### config.mk
export PLATFORM = sky130hd
export DESIGN_NAME = tcp_option_mss_parser
export DESIGN_NICKNAME = d
export VERILOG_FILES = /design/src/rtl/tcpmss_pkg.sv /design/src/rtl/tcp_option_mss_parser.sv
export SDC_FILE = /design/constraint.sdc
export NUM_CORES = 1
export LEC_CHECK = 0
export ABC_AREA = 1
export BUFFER_PORTS_ARGS = -buffer_cell sky130_fd_sc_hd__buf_2
export CAP_MARGIN = 25
export CORE_MARGIN = 2
export CORE_UTILIZATION = 45
export CTS_CLUSTER_DIAMETER = 40
export DETAILED_ROUTE_END_ITERATION = 8
export HOLD_SLACK_MARGIN = 0.06
export SYNTH_ARGS = -nofsm -noshare
export SYNTH_HDL_FRONTEND = slang
export SYNTH_SLANG_ARGS = --single-unit
### constraint.sdc
create_clock -name aclk -period 5.9 [get_ports aclk]
set_input_delay 0.295 -clock aclk [delete_from_list [all_inputs] [get_ports aclk]]
set_output_delay 0.295 -clock aclk [all_outputs]
set_load 0.01 [all_outputs]
### src/rtl/tcpmss_pkg.sv
package tcpmss_pkg;

    // Fixed header bytes (IP plus TCP) taken off the interface MTU.
    localparam int unsigned IP_TCP_HEADER_BYTES = 40;

    // Option kinds that the walk knows.
    localparam logic [7:0] KIND_END = 8'd0;
    localparam logic [7:0] KIND_NOP = 8'd1;
    localparam logic [7:0] KIND_MSS = 8'd2;

    // Configuration register indexes.
    localparam int unsigned CFG_IDX_W = 2;
    localparam logic [CFG_IDX_W-1:0] CFG_ROUTE_KNOWN   = 2'd0;
    localparam logic [CFG_IDX_W-1:0] CFG_INTERFACE_MTU = 2'd1;
    localparam logic [CFG_IDX_W-1:0] CFG_IP_OPTION_LEN = 2'd2;

    localparam int unsigned CFG_DATA_W = 16;

    typedef struct packed {
        logic [7:0] opt_byte;
        logic       first_byte;
        logic       last_byte;
        logic       syn_flag;
        logic       syn_received;
    } opt_word_t;

    typedef struct packed {
        logic        mss_updated;
        logic [15:0] new_max_segment;
        logic        stopped_early;
    } mss_word_t;

endpackage

### src/rtl/tcp_option_mss_parser.sv
// TCP option parser for the maximum-segment-size option.
//
// The s_ channel carries the option area of a segment, one byte per word,
// with first/last markers and the segment's SYN and SYN-received flags. For
// each segment exactly one word leaves on the m_ channel, produced by the
// input word that has last_byte set: the accepted MSS (after the MTU limit
// and the IP option length are applied) and whether the walk stopped early.
// The cfg_ port writes route_known, interface_mtu and ip_option_len; the user
// must write it only while no segment is in flight; the block does not enforce it.
//
// Throughput is one word per cycle while no final byte is held back. A word
// is captured in an input register and processed from there, where the parser
// state and the result register are updated, so a result passes through the
// input register and then the result register before it appears on m_valid.
// When the receiver stalls, the result register holds; non-final bytes keep
// flowing; only a second final byte waits in the input register, deasserting s_ready.
// Reset (aresetn low, synchronous) clears the parser state, empties both
// registers and restores the configuration defaults.
module tcp_option_mss_parser #(
    parameter int unsigned MAX_OPTION_BYTES = 40
) (
    input  logic                                  aclk,
    input  logic                                  aresetn,
    input  logic                                  s_valid,
    output logic                                  s_ready,
    input  tcpmss_pkg::opt_word_t                 s_data,
    output logic                                  m_valid,
    input  logic                                  m_ready,
    output tcpmss_pkg::mss_word_t                 m_data,
    input  logic                                  cfg_wr_en,
    input  logic [tcpmss_pkg::CFG_IDX_W-1:0]      cfg_index,
    input  logic [tcpmss_pkg::CFG_DATA_W-1:0]     cfg_wr_data
);

    // Offsets run up to MAX_OPTION_BYTES, where the byte counter parks.
    localparam int unsigned OFF_W = $clog2(MAX_OPTION_BYTES + 1);
    // Wide enough for an offset plus a full length byte.
    localparam int unsigned TGT_W = 10;
    localparam logic [TGT_W-1:0] MAX_OFF = TGT_W'(MAX_OPTION_BYTES);

    typedef enum logic [1:0] {
        PH_WALK,
        PH_LEN,
        PH_STOP,
        PH_END
    } phase_t;

    // Configuration.
    logic        route_known_reg;
    logic [5:0]  ip_option_len_reg;
    logic [15:0] mtu_limit_reg;

    // Input and output stages.
    logic                  in_valid_reg;
    tcpmss_pkg::opt_word_t in_data_reg;
    logic                  out_valid_reg;
    tcpmss_pkg::mss_word_t out_data_reg;
    tcpmss_pkg::mss_word_t out_data_next;

    // Per-segment parser state.
    logic [OFF_W-1:0] byte_offset_reg,        byte_offset_next;
    logic [OFF_W-1:0] next_kind_offset_reg,   next_kind_offset_next;
    phase_t           parse_phase_reg,        parse_phase_next;
    logic [OFF_W-1:0] mss_capture_offset_reg, mss_capture_offset_next;
    logic [7:0]       mss_high_byte_reg,      mss_high_byte_next;
    logic             mss_capture_armed_reg,  mss_capture_armed_next;
    logic             mss_high_held_reg,      mss_high_held_next;
    logic             mss_found_reg,          mss_found_next;
    logic [15:0]      mss_result_reg,         mss_result_next;
    logic             walk_stopped_reg,       walk_stopped_next;

    logic advance;

    // The stored word moves on unless it is a final byte and the result
    // register is occupied and not being taken.
    assign advance = in_valid_reg && (!in_data_reg.last_byte || !out_valid_reg || m_ready);
    assign s_ready = !in_valid_reg || advance;
    assign m_valid = out_valid_reg;
    assign m_data  = out_data_reg;

    // The MTU limit is worked out when the MTU is written, so that the per-byte
    // path only compares and subtracts once each.
    always_ff @(posedge aclk) begin
        if (!aresetn) begin
            route_known_reg   <= 1'b0;
            mtu_limit_reg     <= 16'd1500 - 16'(tcpmss_pkg::IP_TCP_HEADER_BYTES);
            ip_option_len_reg <= 6'd0;
        end else if (cfg_wr_en) begin
            case (cfg_index)
                tcpmss_pkg::CFG_ROUTE_KNOWN:   route_known_reg   <= cfg_wr_data[0];
                tcpmss_pkg::CFG_INTERFACE_MTU: begin
                    if (cfg_wr_data >= 16'(tcpmss_pkg::IP_TCP_HEADER_BYTES)) begin
                        mtu_limit_reg <= cfg_wr_data - 16'(tcpmss_pkg::IP_TCP_HEADER_BYTES);
                    end else begin
                        mtu_limit_reg <= 16'd0;
                    end
                end
                tcpmss_pkg::CFG_IP_OPTION_LEN: ip_option_len_reg <= cfg_wr_data[5:0];
                default: ;
            endcase
        end
    end

    always_comb begin
        logic [7:0]       b;
        logic [OFF_W-1:0] off;
        logic [TGT_W-1:0] off_w;
        logic [TGT_W-1:0] target;
        logic [15:0]      raw_value;
        logic [15:0]      clamped;

        b     = in_data_reg.opt_byte;
        off_w = '0;
        target = '0;

        // A first byte starts from cleared segment state.
        if (in_data_reg.first_byte) begin
            byte_offset_next        = '0;
            next_kind_offset_next   = '0;
            parse_phase_next        = PH_WALK;
            mss_capture_offset_next = '0;
            mss_high_byte_next      = '0;
            mss_capture_armed_next  = 1'b0;
            mss_high_held_next      = 1'b0;
            mss_found_next          = 1'b0;
            mss_result_next         = '0;
            walk_stopped_next       = 1'b0;
        end else begin
            byte_offset_next        = byte_offset_reg;
            next_kind_offset_next   = next_kind_offset_reg;
            parse_phase_next        = parse_phase_reg;
            mss_capture_offset_next = mss_capture_offset_reg;
            mss_high_byte_next      = mss_high_byte_reg;
            mss_capture_armed_next  = mss_capture_armed_reg;
            mss_high_held_next      = mss_high_held_reg;
            mss_found_next          = mss_found_reg;
            mss_result_next         = mss_result_reg;
            walk_stopped_next       = walk_stopped_reg;
        end

        off       = byte_offset_next;
        off_w     = TGT_W'(off);
        raw_value = {mss_high_byte_next, b};
        if (route_known_reg && raw_value > mtu_limit_reg) begin
            clamped = mtu_limit_reg;
        end else begin
            clamped = raw_value;
        end

        if (off_w < MAX_OFF) begin
            // The byte after a captured high byte completes the value.
            if (mss_high_held_next) begin
                if (clamped > 16'(ip_option_len_reg)) begin
                    mss_result_next = clamped - 16'(ip_option_len_reg);
                end else begin
                    mss_result_next = 16'd0;
                end
                mss_found_next     = 1'b1;
                mss_high_held_next = 1'b0;
            end
            if (mss_capture_armed_next && off == mss_capture_offset_next) begin
                mss_high_byte_next     = b;
                mss_high_held_next     = 1'b1;
                mss_capture_armed_next = 1'b0;
            end

            if (parse_phase_next == PH_WALK && off == next_kind_offset_next) begin
                if (b == tcpmss_pkg::KIND_NOP) begin
                    target = off_w + TGT_W'(1);
                end else if (b == tcpmss_pkg::KIND_MSS) begin
                    if (in_data_reg.syn_flag && !in_data_reg.syn_received
                        && off_w + TGT_W'(2) < MAX_OFF) begin
                        mss_capture_armed_next  = 1'b1;
                        mss_capture_offset_next = off + OFF_W'(2);
                    end
                    parse_phase_next = PH_LEN;
                end else begin
                    parse_phase_next  = PH_STOP;
                    walk_stopped_next = 1'b1;
                end
                if (b == tcpmss_pkg::KIND_NOP) begin
                    if (target >= MAX_OFF) begin
                        parse_phase_next = PH_END;
                    end else begin
                        next_kind_offset_next = OFF_W'(target);
                        parse_phase_next      = PH_WALK;
                    end
                end
            end else if (parse_phase_next == PH_LEN) begin
                if (b == tcpmss_pkg::KIND_END) begin
                    parse_phase_next  = PH_STOP;
                    walk_stopped_next = 1'b1;
                end else begin
                    // A length of one re-reads the length byte as a no-op.
                    if (b == 8'd1) begin
                        target = off_w + TGT_W'(1);
                    end else begin
                        target = off_w + TGT_W'(b) - TGT_W'(1);
                    end
                    if (target >= MAX_OFF) begin
                        parse_phase_next = PH_END;
                    end else begin
                        next_kind_offset_next = OFF_W'(target);
                        parse_phase_next      = PH_WALK;
                    end
                end
            end
            byte_offset_next = off + OFF_W'(1);
        end

        out_data_next.mss_updated     = mss_found_next;
        out_data_next.new_max_segment = mss_found_next ? mss_result_next : 16'd0;
        out_data_next.stopped_early   = walk_stopped_next;

        // The final byte closes the segment.
        if (in_data_reg.last_byte) begin
            byte_offset_next        = '0;
            next_kind_offset_next   = '0;
            parse_phase_next        = PH_WALK;
            mss_capture_offset_next = '0;
            mss_high_byte_next      = '0;
            mss_capture_armed_next  = 1'b0;
            mss_high_held_next      = 1'b0;
            mss_found_next          = 1'b0;
            mss_result_next         = '0;
            walk_stopped_next       = 1'b0;
        end
    end

    always_ff @(posedge aclk) begin
        if (!aresetn) begin
            in_valid_reg           <= 1'b0;
            out_valid_reg          <= 1'b0;
            byte_offset_reg        <= '0;
            next_kind_offset_reg   <= '0;
            parse_phase_reg        <= PH_WALK;
            mss_capture_offset_reg <= '0;
            mss_high_byte_reg      <= '0;
            mss_capture_armed_reg  <= 1'b0;
            mss_high_held_reg      <= 1'b0;
            mss_found_reg          <= 1'b0;
            mss_result_reg         <= '0;
            walk_stopped_reg       <= 1'b0;
        end else begin
            if (s_ready) begin
                in_valid_reg <= s_valid;
            end
            if (advance && in_data_reg.last_byte) begin
                out_valid_reg <= 1'b1;
            end else if (m_ready) begin
                out_valid_reg <= 1'b0;
            end
            if (advance) begin
                byte_offset_reg        <= byte_offset_next;
                next_kind_offset_reg   <= next_kind_offset_next;
                parse_phase_reg        <= parse_phase_next;
                mss_capture_offset_reg <= mss_capture_offset_next;
                mss_high_byte_reg      <= mss_high_byte_next;
                mss_capture_armed_reg  <= mss_capture_armed_next;
                mss_high_held_reg      <= mss_high_held_next;
                mss_found_reg          <= mss_found_next;
                mss_result_reg         <= mss_result_next;
                walk_stopped_reg       <= walk_stopped_next;
            end
        end
    end

    always_ff @(posedge aclk) begin
        if (s_valid && s_ready) begin
            in_data_reg <= s_data;
        end
        if (advance && in_data_reg.last_byte) begin
            out_data_reg <= out_data_next;
        end
    end

    // The byte counter parks at the end of the option area.
    assert property (@(posedge aclk) disable iff (!aresetn)
        TGT_W'(byte_offset_reg) <= MAX_OFF)
        else $error("byte offset ran past the option area");

    // A pending capture never lies behind the current byte.
    assert property (@(posedge aclk) disable iff (!aresetn)
        mss_capture_armed_reg |-> mss_capture_offset_reg >= byte_offset_reg)
        else $error("armed MSS capture offset already passed");

    // Only a stalled final byte may hold off the input channel.
    assert property (@(posedge aclk) disable iff (!aresetn)
        !s_ready |-> in_valid_reg && in_data_reg.last_byte && out_valid_reg && !m_ready)
        else $error("input stalled without a blocked result");

    // A result without an accepted MSS carries a zero segment size.
    assert property (@(posedge aclk) disable iff (!aresetn)
        m_valid && !m_data.mss_updated |-> m_data.new_max_segment == 16'd0)
        else $error("segment size set without an MSS update");

endmodule

==> flow_metrics.py, run 1 <==
metrics = {
    "outcome": {
        "status": "completed",
    },
    "yosys": {
        "synth_area_leaders": "dfxtp_1, nand2_1, edfxtp_1",
        "synth_most_common_cell": "nand2_1",
        "yosysUniqueCellTypes": 48,
        "ys_seq_area_frac": 0.333,
        "yosysTopAreaCell": "dfxtp_1",
        "ys.flop_type": "dfxtp_1",
        "yosysWarningCount": 0,
        "syn_area_per_cell_sq_um": 7.08,
        "ys_top_cells_by_count": "nand2_1, inv_1, a21oi_1",
        "syn-num-nets": 1078,
        "synth_area_sq_um": 7100,
        "synthesis.instances": 1003,
        "ys_ff_latch": 103,
        "synth.top_cell.area_share": 0.206,
        "synth_edf_count": 30,
        "synthArstFlopShare": 0,
    },
    "setup_path": {
        "r2r_cells": 32,
        "crit_start": "in_data_reg[3]$_DFFE_PP_",
        "slowest_delay_ns": 0.37,
        "crit_slowest_cell": "inv_4",
        "path_common_cell": "nand2_1",
        "cp.arrival_ns": 5.07,
        "cp.required_ns": 6.00,
        "cp_max_fo": 38,
        "crit_family": "simple AND/OR/NAND/NOR gates",
        "cp-endpoint": "m_data[12]$_SDFFCE_PN0P_",
        "worstReg2RegStart": "in_data_reg[3]$_DFFE_PP_",
        "reg2reg_setup_slack_ns": 0.93,
        "start_kind": "flop",
        "worst-path-buf-inv": 5,
        "cp_num_cells": 32,
        "reg2reg_to": "m_data[12]$_SDFFCE_PN0P_",
        "cp-end-kind": "flop",
        "crit_type": "reg2reg",
    },
    "final_layout": {
        "fillers": 1585,
        "seqCellArea_sq_um": 2360,
        "antenna_cells": 0,
        "final_net_count": 1114,
        "syn_to_final_growth_pct": 9.86,
        "multi_input_area_sq_um": 4040,
        "largest_reg_flops": 18,
        "fin_cells": 1255,
        "drive_gt1_frac": 0.136,
    },
    "die": {
        "die_y_um": 130,
        "start_util": 0.463,
        "die_w_um": 130,
        "num_rows": 45,
        "core_sq_um": 15300,
        "dieArea_sq_um": 16800,
        "ios": 55,
    },
    "power": {
        "power.leakage_nw": 3.39,
        "power_density_nw_per_um2": 203,
        "ir_drop_v": 0.000149,
    },
    "global_routing": {
        "grt_pass1_vias": 5998,
        "grt_first_pass_wirelength_um": 31100,
        "grt_max_degree": 52,
        "grtUsageTotal": 0.237,
        "antenna_found_initial": 0,
        "grt_overflow_total": 0,
    },
    "clock_network": {
        "cts_root_buffer": "clkbuf_16",
        "clockBufferDepth": 2,
        "ctsResizeCount": 0,
        "hold_buffers": 0,
        "cts_tree": "yes",
        "clkSinkCount": 103,
        "htreeDepth": 3,
        "cts_made_buffers": 9,
        "clk_latency_ns": 0.36,
        "cts_setup_buffers": 0,
        "clk_pin_slew_worst_paths_ns": 0.07,
    },
    "sta": {
        "timing.final.crit_share": 0.843,
        "tns_ns": 0,
        "maxSlewViolCount": 0,
        "setup_viol": 0,
        "worst_pin_slew_ns": 1.03,
        "rsz0062_at_grt": "no",
        "relSlewSlack": 0.308,
        "hold_viol": 0,
        "skew_ns": 0.00733,
        "fin_crit_ns": 4.97,
        "max_freq_mhz": 201,
        "whs_ns": 0.104,
    },
    "detailed_routing": {
        "wirelength_um": 18800,
        "post_drt_wl_per_cell_um": 15.0,
        "dr.pass1.iters": 5,
        "drcViolationCount": 0,
        "first_iter_violations": 547,
        "vias": 6634,
        "ant_nets": 0,
        "vias_per_cell": 5.29,
    },
    "place": {
        "dp_hpwl_um": 13900,
        "place_inst": 1239,
        "portBuffers": 54,
        "gp_congestion": 0.921,
    },
    "job": {
        "drv_cap": 0,
    },
    "hold_path": {
        "hold_path_class": "in2reg",
    },
}
logic make-up after synthesis:
group | count (synthesis) | share of synthesized area
XOR/XNOR | 29 | 0.0358
adder cells (fa/ha/maj) | 40 | 0.0726
AO/OA/AOI/OAI | 205 | 0.166
AND/OR/NAND/NOR | 457 | 0.295
flip-flops | 103 | 0.333
buffers and inverters | 169 | 0.0984
layout make-up:
class                   count  share of cell area
clock inverters             6             0.00674
inverters                 132              0.0639
repair buffers             62              0.0424
well taps                 211              0.0339
flip-flops and latches    103               0.303
clock buffers              10              0.0321
multi-input cells         731               0.518
through the flow:
step | cell area [sq um] | power, W | setup WS, ns | utilization
after floorplan | 7100 | 0.000922 | 1.58 | -
after detailed placement | 7490 | 0.000986 | 1.01 | 0.489
final | 7800 | 0.00158 | 0.927 | 0.509
after global placement | 7490 | 0.000987 | 1.16 | 0.489
after CTS | 7800 | 0.00159 | 0.990 | 0.509
after global routing | 7800 | 0.00165 | 0.369 | 0.509
where the power goes:
group | internal (W) | total (W) | switching, W
Sequential | 0.000743 | 0.000757 | 0.0000131
Clock | 0.000317 | 0.000609 | 0.000291
Combinational | 0.0000711 | 0.000215 | 0.000144
layout by cell type (no fill, tap or decap), drive strengths merged, types with 21 or more instances in the layout:
cell type  Yosys  layout
nand3         70      70
a21oi         86      86
a31oi         23      23
nand2        258     258
buf           14      62
nor2          69      69
edfxtp        30      30
xor2          21      21
ha            38      38
inv          130     131
o21ai         69      69
dfxtp         73      73
worst min-delay path by stage:
stage / slack, ns / endpoint / start / cells past startpoint
final: 0.10 / in_data_reg[1]$_DFFE_PP_ / s_data[1] / 1
after global routing: 0.1 / in_data_reg[4]$_DFFE_PP_ / s_data[4] / 1
after CTS: 0.1 / in_data_reg[1]$_DFFE_PP_ / s_data[1] / 1
after global placement: 0.46 / mtu_limit_reg[1]$_SDFFE_PN0P_ / mtu_limit_reg[1]$_SDFFE_PN0P_ / 2
after floorplan: 0.39 / in_data_reg[0]$_DFFE_PP_ / s_data[0] / 0
after detailed placement: 0.46 / mss_high_byte_reg[4]$_SDFFE_PN0P_ / mss_high_byte_reg[4]$_SDFFE_PN0P_ / 2
layer usage:
| layer | global-route usage | routed length (um) |
|---|---|---|
| met5 | 0 | 0 |
| met3 | 0.0355 | 694 |
| met4 | 0.0797 | 478 |
| met2 | 0.364 | 8240 |
| met1 | 0.342 | 9430 |
worst reg2reg max path: cells and delay by family (launching register included):
kind / cells / cell delay, ns
simple gates: 22 / 2.64
flops: 1 / 0.36
compound gates: 2 / 0.20
fa+ha+maj: 3 / 0.56
buf+inv: 5 / 0.94
(Power assumes the default switching activity.)
==> inputs of run 2 (changes only) <==
==> constraint.sdc (replaced) <==
create_clock -name aclk -period 4.7 [get_ports aclk]
set_input_delay 0.235 -clock aclk [delete_from_list [all_inputs] [get_ports aclk]]
set_output_delay 0.235 -clock aclk [all_outputs]
set_load 0.01 [all_outputs]
==> flow_metrics.py, run 2 (synthesis results as in run 1) <==
metrics = {
    "clock_network": {
        "clk_latency_ns": 0.36,
        "htreeDepth": 3,
        "cts_root_buffer": "clkbuf_16",
        "cts_made_buffers": 9,
        "clockBufferDepth": 2,
        "cts_tree": "yes",
        "cts_setup_buffers": 0,
        "clk_pin_slew_worst_paths_ns": 0.07,
        "clkSinkCount": 103,
    },
    "place": {
        "portBuffers": 54,
        "dp_hpwl_um": 14400,
        "gp_congestion": 0.894,
    },
    "setup_path": {
        "cp_num_cells": 30,
        "crit_slowest_cell": "fa_1",
        "cp.arrival_ns": 4.52,
        "worst-path-buf-inv": 3,
        "slowest_delay_ns": 0.41,
        "cp.required_ns": 4.92,
        "r2r_cells": 30,
        "crit_type": "reg2reg",
        "cp-end-kind": "flop",
        "start_kind": "flop",
        "crit_family": "simple AND/OR/NAND/NOR gates",
        "cp_max_fo": 24,
        "path_common_cell": "nand2_1",
    },
    "detailed_routing": {
        "dr.pass1.iters": 5,
        "vias_per_cell": 5.27,
        "ant_nets": 0,
        "vias": 6711,
        "post_drt_wl_per_cell_um": 15.2,
        "wirelength_um": 19300,
        "first_iter_violations": 454,
        "drcViolationCount": 0,
    },
    "final_layout": {
        "multi_input_area_sq_um": 4060,
        "final_net_count": 1132,
        "drive_gt1_frac": 0.141,
        "syn_to_final_growth_pct": 12.2,
        "antenna_cells": 0,
        "seqCellArea_sq_um": 2360,
        "largest_reg_flops": 18,
        "mostFrequentLayoutCells": "nand2_1, inv_1, a21oi_1",
        "fillers": 1567,
        "final_common_cell": "nand2_1",
    },
    "power": {
        "switching_share": 0.283,
        "power.internal_w": 0.00142,
        "seqPwrFrac": 0.481,
        "combPwrFrac": 0.147,
        "clockPowerShare": 0.372,
        "power.leakage_nw": 3.46,
        "power.switching_w": 0.000560,
        "power_density_nw_per_um2": 248,
        "ir_drop_v": 0.000224,
    },
    "outcome": {
        "status": "completed",
    },
    "sta": {
        "skew_ns": 0.00714,
        "timing.final.crit_share": 0.916,
        "worst_pin_slew_ns": 0.838,
        "tns_ns": 0,
        "setup_viol": 0,
        "maxSlewViolCount": 0,
        "relSlewSlack": 0.441,
        "max_freq_mhz": 232,
        "hold_viol": 0,
        "rsz0062_at_grt": "no",
        "fin_crit_ns": 4.30,
        "whs_ns": 0.127,
    },
    "die": {
        "die_w_um": 130,
        "dieArea_sq_um": 16800,
        "die_y_um": 130,
        "core_sq_um": 15300,
        "ios": 55,
        "start_util": 0.463,
        "num_rows": 45,
    },
    "global_routing": {
        "use_met1": 0.330,
        "use_met3": 0.0425,
        "grt_first_pass_wirelength_um": 31500,
        "grt.busiest_layer": "met2",
        "grt_overflow_total": 0,
        "grt_util_met2": 0.391,
        "grt_max_degree": 44,
        "grtUsageTotal": 0.241,
        "antenna_found_initial": 0,
        "grt_pass1_vias": 6231,
    },
    "hold_path": {
        "whs_path_depth": 1,
        "hold_path_class": "in2reg",
    },
    "job": {
        "drv_cap": 0,
    },
}
run 2: routing by layer:
layer | share of wire | wire length, um | vias up
met5 | 0 | 0 | -
met4 | 0.019 | 364 | 0
met3 | 0.051 | 991 | 25
met2 | 0.46 | 8830 | 161
met1 | 0.47 | 9130 | 3062
li1 | - | - | 3463
run 2: area by class of cell:
class / count / share of cell area
Tap cell: 211 / 0.0332
Inverter: 132 / 0.0626
Sequential cell: 103 / 0.297
Timing Repair Buffer: 80 / 0.0616
Multi-Input combinational cell: 731 / 0.510
Clock buffer: 10 / 0.0300
Clock inverter: 6 / 0.00613
run 2: repair_timing:
action	4_1_cts	5_1_grt
hold buffers	11	0
endpoints found under the setup margin	0	32
resized for setup	0	4
hold endpoints to repair	11	0
run 2: per-stage QoR:
stage               total power [W]  instance area (sq um)  utilization  cells  setup WS [ns]
floorplan                   0.00116                   7100            -   1003          0.375
global placement            0.00125                   7540        0.492   1245          0.343
detailed placement          0.00125                   7540        0.492   1245          0.198
CTS                         0.00199                   7940        0.518   1272          0.172
global route                0.00206                   7960        0.520   1273         0.0141
finish                      0.00197                   7960        0.520   1273          0.395
run 2: power by group through the flow:
stage / combinational (W) / sequential (W) / clock (W)
4_1_cts: 0.000286 / 0.000949 / 0.000754
3_3_place_gp: 0.000277 / 0.000970 / 0
2_1_floorplan: 0.000192 / 0.000965 / 0
5_1_grt: 0.000324 / 0.000952 / 0.000785
3_5_place_dp: 0.000278 / 0.000970 / 0
6_report: 0.000290 / 0.000950 / 0.000735
run 2: final timing paths:
check,startpoint,to,slack (ns)
min,s_data[3],in_data_reg[3]$_DFFE_PP_,0.13
max reg2reg,in_data_reg[3]$_DFFE_PP_,m_data[10]$_SDFFCE_PN0P_,0.40
min reg2reg,mss_found_reg$_SDFFE_PN0P_,mss_found_reg$_SDFFE_PN0P_,0.47
max,in_data_reg[3]$_DFFE_PP_,m_data[10]$_SDFFCE_PN0P_,0.40
run 2: worst reg2reg max path: cells and delay by family (launching register included):
family                   cells  cell delay [ns]
AO/OA/AOI/OAI                2             0.24
AND/OR/NAND/NOR             22             2.32
buffers and inverters        3             0.30
flip-flops                   1             0.39
adder cells (fa/ha/maj)      3             0.91
==> inputs of run 3 (changes only) <==
--- a/config.mk
+++ b/config.mk
@@ -10,9 +10,10 @@
 export CAP_MARGIN = 25
 export CORE_MARGIN = 2
 export CORE_UTILIZATION = 45
-export CTS_CLUSTER_DIAMETER = 40
 export DETAILED_ROUTE_END_ITERATION = 8
 export HOLD_SLACK_MARGIN = 0.06
+export PLACE_DENSITY = 0.64
+export SETUP_SLACK_MARGIN = 0.5
 export SYNTH_ARGS = -nofsm -noshare
 export SYNTH_HDL_FRONTEND = slang
 export SYNTH_SLANG_ARGS = --single-unit
==> flow_metrics.py, run 3 (synthesis results as in run 1) <==
metrics = {
    "outcome": {
        "status": "completed",
    },
    "global_routing": {
        "antenna_found_initial": 0,
        "grt_first_pass_wirelength_um": 31800,
        "grt_util_met2": 0.387,
        "grt_pass1_vias": 6266,
        "grt.busiest_layer": "met2",
        "use_met1": 0.324,
        "grtUsageTotal": 0.239,
        "grt_max_degree": 39,
        "use_met3": 0.0429,
        "grt_overflow_total": 0,
    },
    "setup_path": {
        "cp-end-kind": "flop",
        "r2r_cells": 29,
        "cp.arrival_ns": 4.20,
        "worstReg2RegStart": "in_data_reg[3]$_DFFE_PP_",
        "crit_family": "simple AND/OR/NAND/NOR gates",
        "crit_type": "reg2reg",
        "start_kind": "flop",
        "crit_slowest_cell": "edfxtp_1",
        "cp_max_fo": 12,
        "cp.required_ns": 4.99,
        "path_common_cell": "nand2_2",
        "cp_num_cells": 29,
        "worst-path-buf-inv": 3,
        "crit_start": "in_data_reg[3]$_DFFE_PP_",
        "slowest_delay_ns": 0.39,
    },
    "power": {
        "ir_drop_v": 0.000194,
        "power.leakage_nw": 3.54,
        "power_w": 0.00203,
        "power_density_nw_per_um2": 248,
    },
    "clock_network": {
        "clkSinkCount": 103,
        "cts_tree": "yes",
        "htreeDepth": 3,
        "cts_made_buffers": 9,
        "clockBufferDepth": 2,
        "cts_root_buffer": "clkbuf_16",
        "clk_pin_slew_worst_paths_ns": 0.07,
        "clk_latency_ns": 0.36,
    },
    "die": {
        "die_y_um": 130,
        "num_rows": 45,
        "die_w_um": 130,
        "ios": 55,
        "dieArea_sq_um": 16800,
        "start_util": 0.463,
        "core_sq_um": 15300,
    },
    "detailed_routing": {
        "first_iter_violations": 493,
        "post_drt_wl_per_cell_um": 15.2,
        "vias_per_cell": 5.34,
        "ant_nets": 0,
        "dr.pass1.iters": 6,
        "vias": 6872,
        "drcViolationCount": 0,
        "wirelength_um": 19600,
    },
    "sta": {
        "whs_ns": 0.120,
        "maxSlewViolCount": 0,
        "setup_viol": 0,
        "rsz0062_at_grt": "no",
        "worst_pin_slew_ns": 0.790,
        "timing.final.crit_share": 0.830,
        "hold_viol": 0,
        "max_freq_mhz": 256,
        "skew_ns": 0.00673,
        "tns_ns": 0,
        "fin_crit_ns": 3.90,
        "relSlewSlack": 0.473,
    },
    "hold_path": {
        "hold_start": "cfg_wr_data[1]",
        "whs_path_depth": 3,
        "hold_path_class": "in2reg",
    },
    "final_layout": {
        "drive_gt1_frac": 0.169,
        "fin_cells": 1288,
        "antenna_cells": 0,
        "fin_area_sq_um": 8180,
        "syn_to_final_growth_pct": 15.3,
        "largest_reg_flops": 18,
        "final_net_count": 1147,
        "mostFrequentLayoutCells": "nand2_1, inv_1, a21oi_1",
        "final_common_cell": "nand2_1",
    },
    "place": {
        "portBuffers": 54,
        "dp_hpwl_um": 14200,
        "gp_congestion": 0.918,
        "place_area_sq_um": 7550,
        "place_inst": 1244,
    },
    "job": {
        "drv_cap": 0,
    },
}
==> run 3: path summary, 6_finish.rpt <==
check / slack [ns] / endpoint
setup / recovery: 0.80 / mss_result_reg[1]$_SDFFE_PN0P_
hold / removal: 0.12 / ip_option_len_reg[1]$_SDFFE_PN0P_
setup reg to reg: 0.80 / mss_result_reg[1]$_SDFFE_PN0P_
hold reg to reg: 0.47 / mss_capture_offset_reg[0]$_SDFFE_PN0P_
==> run 3: area by class of cell <==
type / count / area (sq um)
inverter: 132 / 498
fill: 1520 / 7130
timing repair buffer: 94 / 611
clock inverter: 5 / 48.8
sequential: 103 / 2360
multi-input combinational: 732 / 4140
tap: 211 / 264
clock buffer: 11 / 264
==> run 3: report_power, final <==
group	switching [W]	leakage, nW	total, W	internal (W)
Combinational	0.000191	2.52	0.000298	0.000106
Clock	0.000370	0.146	0.000783	0.000414
Sequential	0.0000165	0.881	0.000950	0.000933
==> run 3: layer usage <==
metal | wire length, um | vias to the layer above
met1 | 8990 | 3132
met2 | 9070 | 218
met4 | 414 | 0
li1 | - | 3486
met3 | 1160 | 36
met5 | 0 | -
==> run 3: what timing repair did <==
action                                  CTS  global route
resized for setup                         4            18
endpoints found under the hold margin    11             0
endpoints found under the setup margin   32            39
hold buffers                             11             0
buffers inserted                          2            13
cloned                                    0             1
pin swaps                                 0            12
==> run 3: per-stage QoR <==
step           setup WS (ns)   util
6_report               0.798  0.534
5_1_grt                0.498  0.534
4_1_cts                0.515  0.523
3_3_place_gp           0.412  0.492
3_5_place_dp           0.319  0.493
2_1_floorplan          0.512      -
==> run 3: worst reg2reg max path: cells and delay by family (launching register included) <==
kind,cells,cell delay [ns]
flip-flops,1,0.39
AND/OR/NAND/NOR,19,1.78
buffers and inverters,3,0.31
adder cells (fa/ha/maj),3,0.85
AO/OA/AOI/OAI,4,0.48
